--- src/cbpe_pkg.sv ---
// Shared types and constants for the clamped B-spline point evaluator.
package cbpe_pkg;

   typedef struct packed {
      logic               operation;
      logic [5:0]         point_index;
      logic signed [31:0] point_x;
      logic signed [31:0] point_y;
      logic [16:0]        param_t;
   } cbpe_req_type;

   typedef struct packed {
      logic signed [31:0] result_x;
      logic signed [31:0] result_y;
   } cbpe_rsp_type;

   typedef enum logic [3:0] {
      ST_IDLE,
      ST_PREP,
      ST_ULATCH,
      ST_MUL_A,
      ST_MUL_B,
      ST_MUL_C,
      ST_SUM_RD,
      ST_SUM_X,
      ST_SUM_Y,
      ST_SUM_ACC,
      ST_FIN,
      ST_PT_WAIT,
      ST_RESP
   } cbpe_state_type;

   localparam logic        OP_WRITE     = 1'b0;
   localparam logic        OP_EVAL      = 1'b1;
   localparam int          FRAC_BITS    = 16;
   localparam int          BASIS_SHIFT  = 30;
   localparam int          DEG_CAP      = 3;
   localparam int          MUL_W        = 33;
   localparam int          PROD_W       = 2 * MUL_W;
   localparam logic [31:0] BASIS_ONE    = 32'h4000_0000;
   localparam logic [31:0] RECIP3       = 32'hAAAA_AAAB;
   localparam logic [1:0]  DIV_ONE      = 2'd1;
   localparam logic [1:0]  DIV_TWO      = 2'd2;
   localparam logic [1:0]  DIV_THREE    = 2'd3;
   localparam logic [1:0]  DIV_NONE     = 2'd0;

endpackage

--- src/cbpe_mul.sv ---
// Shared signed multiplier with a registered product.
module cbpe_mul
   import cbpe_pkg::*;
(
   input  logic                     clock,
   input  logic signed [MUL_W-1:0]  op_a,
   input  logic signed [MUL_W-1:0]  op_b,
   output logic signed [PROD_W-1:0] product
);

   logic signed [PROD_W-1:0] product_ff;

   always_ff @(posedge clock) begin
      product_ff <= op_a * op_b;
   end

   assign product = product_ff;

endmodule

--- config.mk ---
export PLATFORM = sky130hd
export DESIGN_NAME = cbpe_mul
export DESIGN_NICKNAME = d
export VERILOG_FILES = /design/src/cbpe_pkg.sv /design/src/cbpe_mul.sv
export SDC_FILE = /design/constraint.sdc
export NUM_CORES = 2
export LEC_CHECK = 0
export ABC_CLOCK_PERIOD_IN_PS = 8510
export BUFFER_PORTS_ARGS = -buffer_cell sky130_fd_sc_hd__buf_4
export CELL_PAD_IN_SITES_DETAIL_PLACEMENT = 1
export CELL_PAD_IN_SITES_GLOBAL_PLACEMENT = 2
export CORE_MARGIN = 3
export CORE_UTILIZATION = 39
export CTS_BUF_LIST = sky130_fd_sc_hd__clkbuf_8
export CTS_CLUSTER_DIAMETER = 100
export DETAILED_ROUTE_END_ITERATION = 16
export GPL_TIMING_DRIVEN = 0
export PLACE_DENSITY = 0.8
export SLEW_MARGIN = 25
export SYNTH_ARGS = -nofsm -noshare
export SYNTH_HDL_FRONTEND = slang
export SYNTH_SLANG_ARGS = --single-unit
--- constraint.sdc ---
create_clock -name clock -period 8.51 [get_ports clock]
set_input_delay 1.702 -clock clock [delete_from_list [all_inputs] [get_ports clock]]
set_output_delay 1.702 -clock clock [all_outputs]
set_load 0.05 [all_outputs]
Yosys cells after proc, flatten, opt, wreduce, memory -nomap -nowiden --
Cells that the tools add are included. Widths: inputs -> output; s select.
Word-level totals: register bits after elaboration 66, input bits 67, output and inout bits 66, word-level logic and storage cells 2
Operators by class: multipliers 1
Operator list (number):
- $mul 33x33->66 | 1

Depth between registers and ports, before layout --
word-level depth 1, gate-level depth with buffers 27, mapped depth without buffers 26

Least setup slack after synthesis --
OpenSTA, ideal clock, no wires.
kind input-to-reg, start point input op_a[32], end point register product_ff[62], in the netlist product[62], arrival time 8859 ps, slack -428 ps, cell stages on the path 23, buffers on the path 2, cell sequence clkbuf_1 > nand2_1 > inv_1 > fa_1 > fa_1 > fa_1 > fa_1 > fa_1 > fa_1 > fa_1 > inv_1 > fa_1 > inv_1 > ha_1 > clkbuf_1 > and3_1 > nand3_1 > nand2b_1 > a2111oi_4 > a211oi_4 > a21o_2 > a21o_1 > a211oi_2
On the way: longest elaborated chain between the ends 1
Ends and longest elaborated chain:
- from (decl) | line cbpe_mul.sv:6 | input logic signed [MUL_W-1:0] op_a,
- $mul 33x33->66 | line cbpe_mul.sv:14 | product_ff <= op_a * op_b;
- to (signal assigned) | line cbpe_mul.sv:14
- to (decl) | line cbpe_mul.sv:11 | logic signed [PROD_W-1:0] product_ff;
No other way between the ends.

Worst setup path in the final report --
start point input op_a[8], end point register product_ff[62], in the netlist product[62]
Same word-level chain as after synthesis.

==> impl_metrics.ini <==
[layout]
fin_nets = 5969
layout_common_cells = inv_1 (1114), fa_1 (1083), and2_1 (553)
largest_register_ffs = 66
final_common_cell = inv_1
drive_gt1_frac = 0.142
area_growth_pct = 14.7

[cts]
cts_root_buffer = clkbuf_8
hold_buffers = 0
htree_levels = 3
clk_path_buf_depth = 2
cts_sinks = 66
cts_made_buffers = 9
cts_tree = yes
clk_pin_slew_ps = 120

[global_route]
antenna_found_initial = 17
grt_max_degree = 27
grt-ovfl-total = 0
grt_pass1_vias = 34700
track_usage = 0.303
grt_pass1_wl_um = 236000

[sta]
rsz0062_at_grt = true
whs_ps = 1520
setup_viol = 0
drv_slew = 0
clock.fmax_mhz = 118
relSlewSlack = 0.514
fin_crit_ps = 8490
worst_pin_slew_ps = 730
finalCritPeriodShare = 0.998
hold_viol = 0

[logic_synthesis]
syn_inst = 4338
yosysSeqAreaShare = 0.0324
synthFlopType = dfxtp_1
syn-cell-area_mm2 = 0.0407
synth_nets = 5767
ys_types = 80
synth_seq_cells = 66
synth_warnings = 0
syn_avg_cell_area_um2 = 9.39
synthArstFlopShare = 0
synth_edf_count = 0

[route]
drt_iter0_markers = 1878
drc = 0
dr_total_vias = 30900
wl_um = 159000
drtAntennaViolNets = 0
post_drt_wl_per_cell_um = 26.9
drtPass1Iterations = 5
vias_per_cell = 5.21

[setup_path]
cp_common_cell = fa_1
cp_slowest_stage_delay_ps = 680
crit_path_start_kind = input port
cp_data_arrival_time_ps = 8900
cp.required_ps = 8920
critPathKind = in2reg
cp_slowest_cell = fa_2
cp-end-kind = flop
cp_max_fo = 10

[status]
outcome = complete, no violations

[floorplanning]
fp.dieW_um = 329
rows = 117
die-height_um = 329
start_util = 0.396
io_pins = 133
die_area_mm2 = 0.108
core_area_mm2 = 0.103

[placed_design]
io_buffers = 132
hpwl_um = 140000
place.gp.congestion = 0.985

[run]
maxCapViolations = 0

[hold_path]
min_path_type = in2reg
[cell usage after synthesis, types with 7 or more instances]
cell	n	area (um2)
nor2_1	68	255
fa_1	1145	22900
nand4_1	11	68.8
ha_1	217	2720
a21o_1	36	270
a211oi_1	7	52.6
xor2_1	25	219
inv_1	1131	4250
a31oi_1	8	50.1
nand2_1	551	2070
and2_1	562	3520
nand3_1	25	125
clkbuf_1	208	781
dfxtp_1	66	1320
a21oi_1	57	285
o21ai_0	25	125
o21bai_1	11	82.6
buf_2	11	55.1
nor3_1	7	35.0
xnor2_1	43	377
nand2b_1	12	75.1
[metrics by stage]
stage          setup TNS (ps)  instances  instance area, um2   util  setup slack, ps
3_5_place_dp           -55700       5838               43500  0.423            -2050
6_report                    0       5923               46700  0.455             16.3
3_3_place_gp           -56910       5838               43500  0.423            -2410
2_1_floorplan               0       4338               40700      -             1.61
4_1_cts                 -11.7       5875               45500  0.442            -11.7
5_1_grt                  -781       5916               46700  0.454             -169
[worst max-delay path: cells and delay by family]
kind | cells | cell delay (ps)
adder cells (fa/ha/maj) | 9 | 4570
AO/OA/AOI/OAI | 7 | 1150
buffers and inverters | 10 | 1250
AND/OR/NAND/NOR | 2 | 210
[what timing repair did]
| item | CTS | global route |
|---|---|---|
| cloned | 0 | 0 |
| setup buffers | 26 | 38 |
| pin swaps | 60 | 77 |
| gates resized for setup | 515 | 379 |
| endpoints found under the setup margin | 37 | 30 |
[cell type report]
type,instances,area [um2]
inverters,1131,4260
flip-flops and latches,66,1320
repair buffers,196,1660
diodes,10,25.0
plain buffers,216,2160
clock buffers,12,165
fillers,11700,56100
clock inverters,4,72.6
multi-input cells,2920,35300
well taps,1368,1710
[cell families after synthesis]
family                     share of synthesized area
AOI/OAI and AO/OA                             0.0407
xor gates and xnor gates                      0.0146
adders and majority gates                      0.629
buffers and inverters                          0.125
DFF                                           0.0324
and+or+nand+nor                                0.158
[path summary, 6_finish.rpt]
| kind | cells after the start | slack [ps] | from | to |
|---|---|---|---|---|
| max | 28 | 20 | op_a[8] | product[62] |
| min | 2 | 1520 | op_a[0] | product[0] |
[per-layer routing]
layer	vias to the layer above	global-route usage	wire length, um
met5	-	0	38
met4	6	0.122	8220
met3	335	0.0643	13300
met2	1141	0.488	74300
met1	16600	0.400	63300
li1	12800	-	-
Power is not shown: default switching activity piles up to over one toggle a cycle in this logic, so the estimate is an artifact.
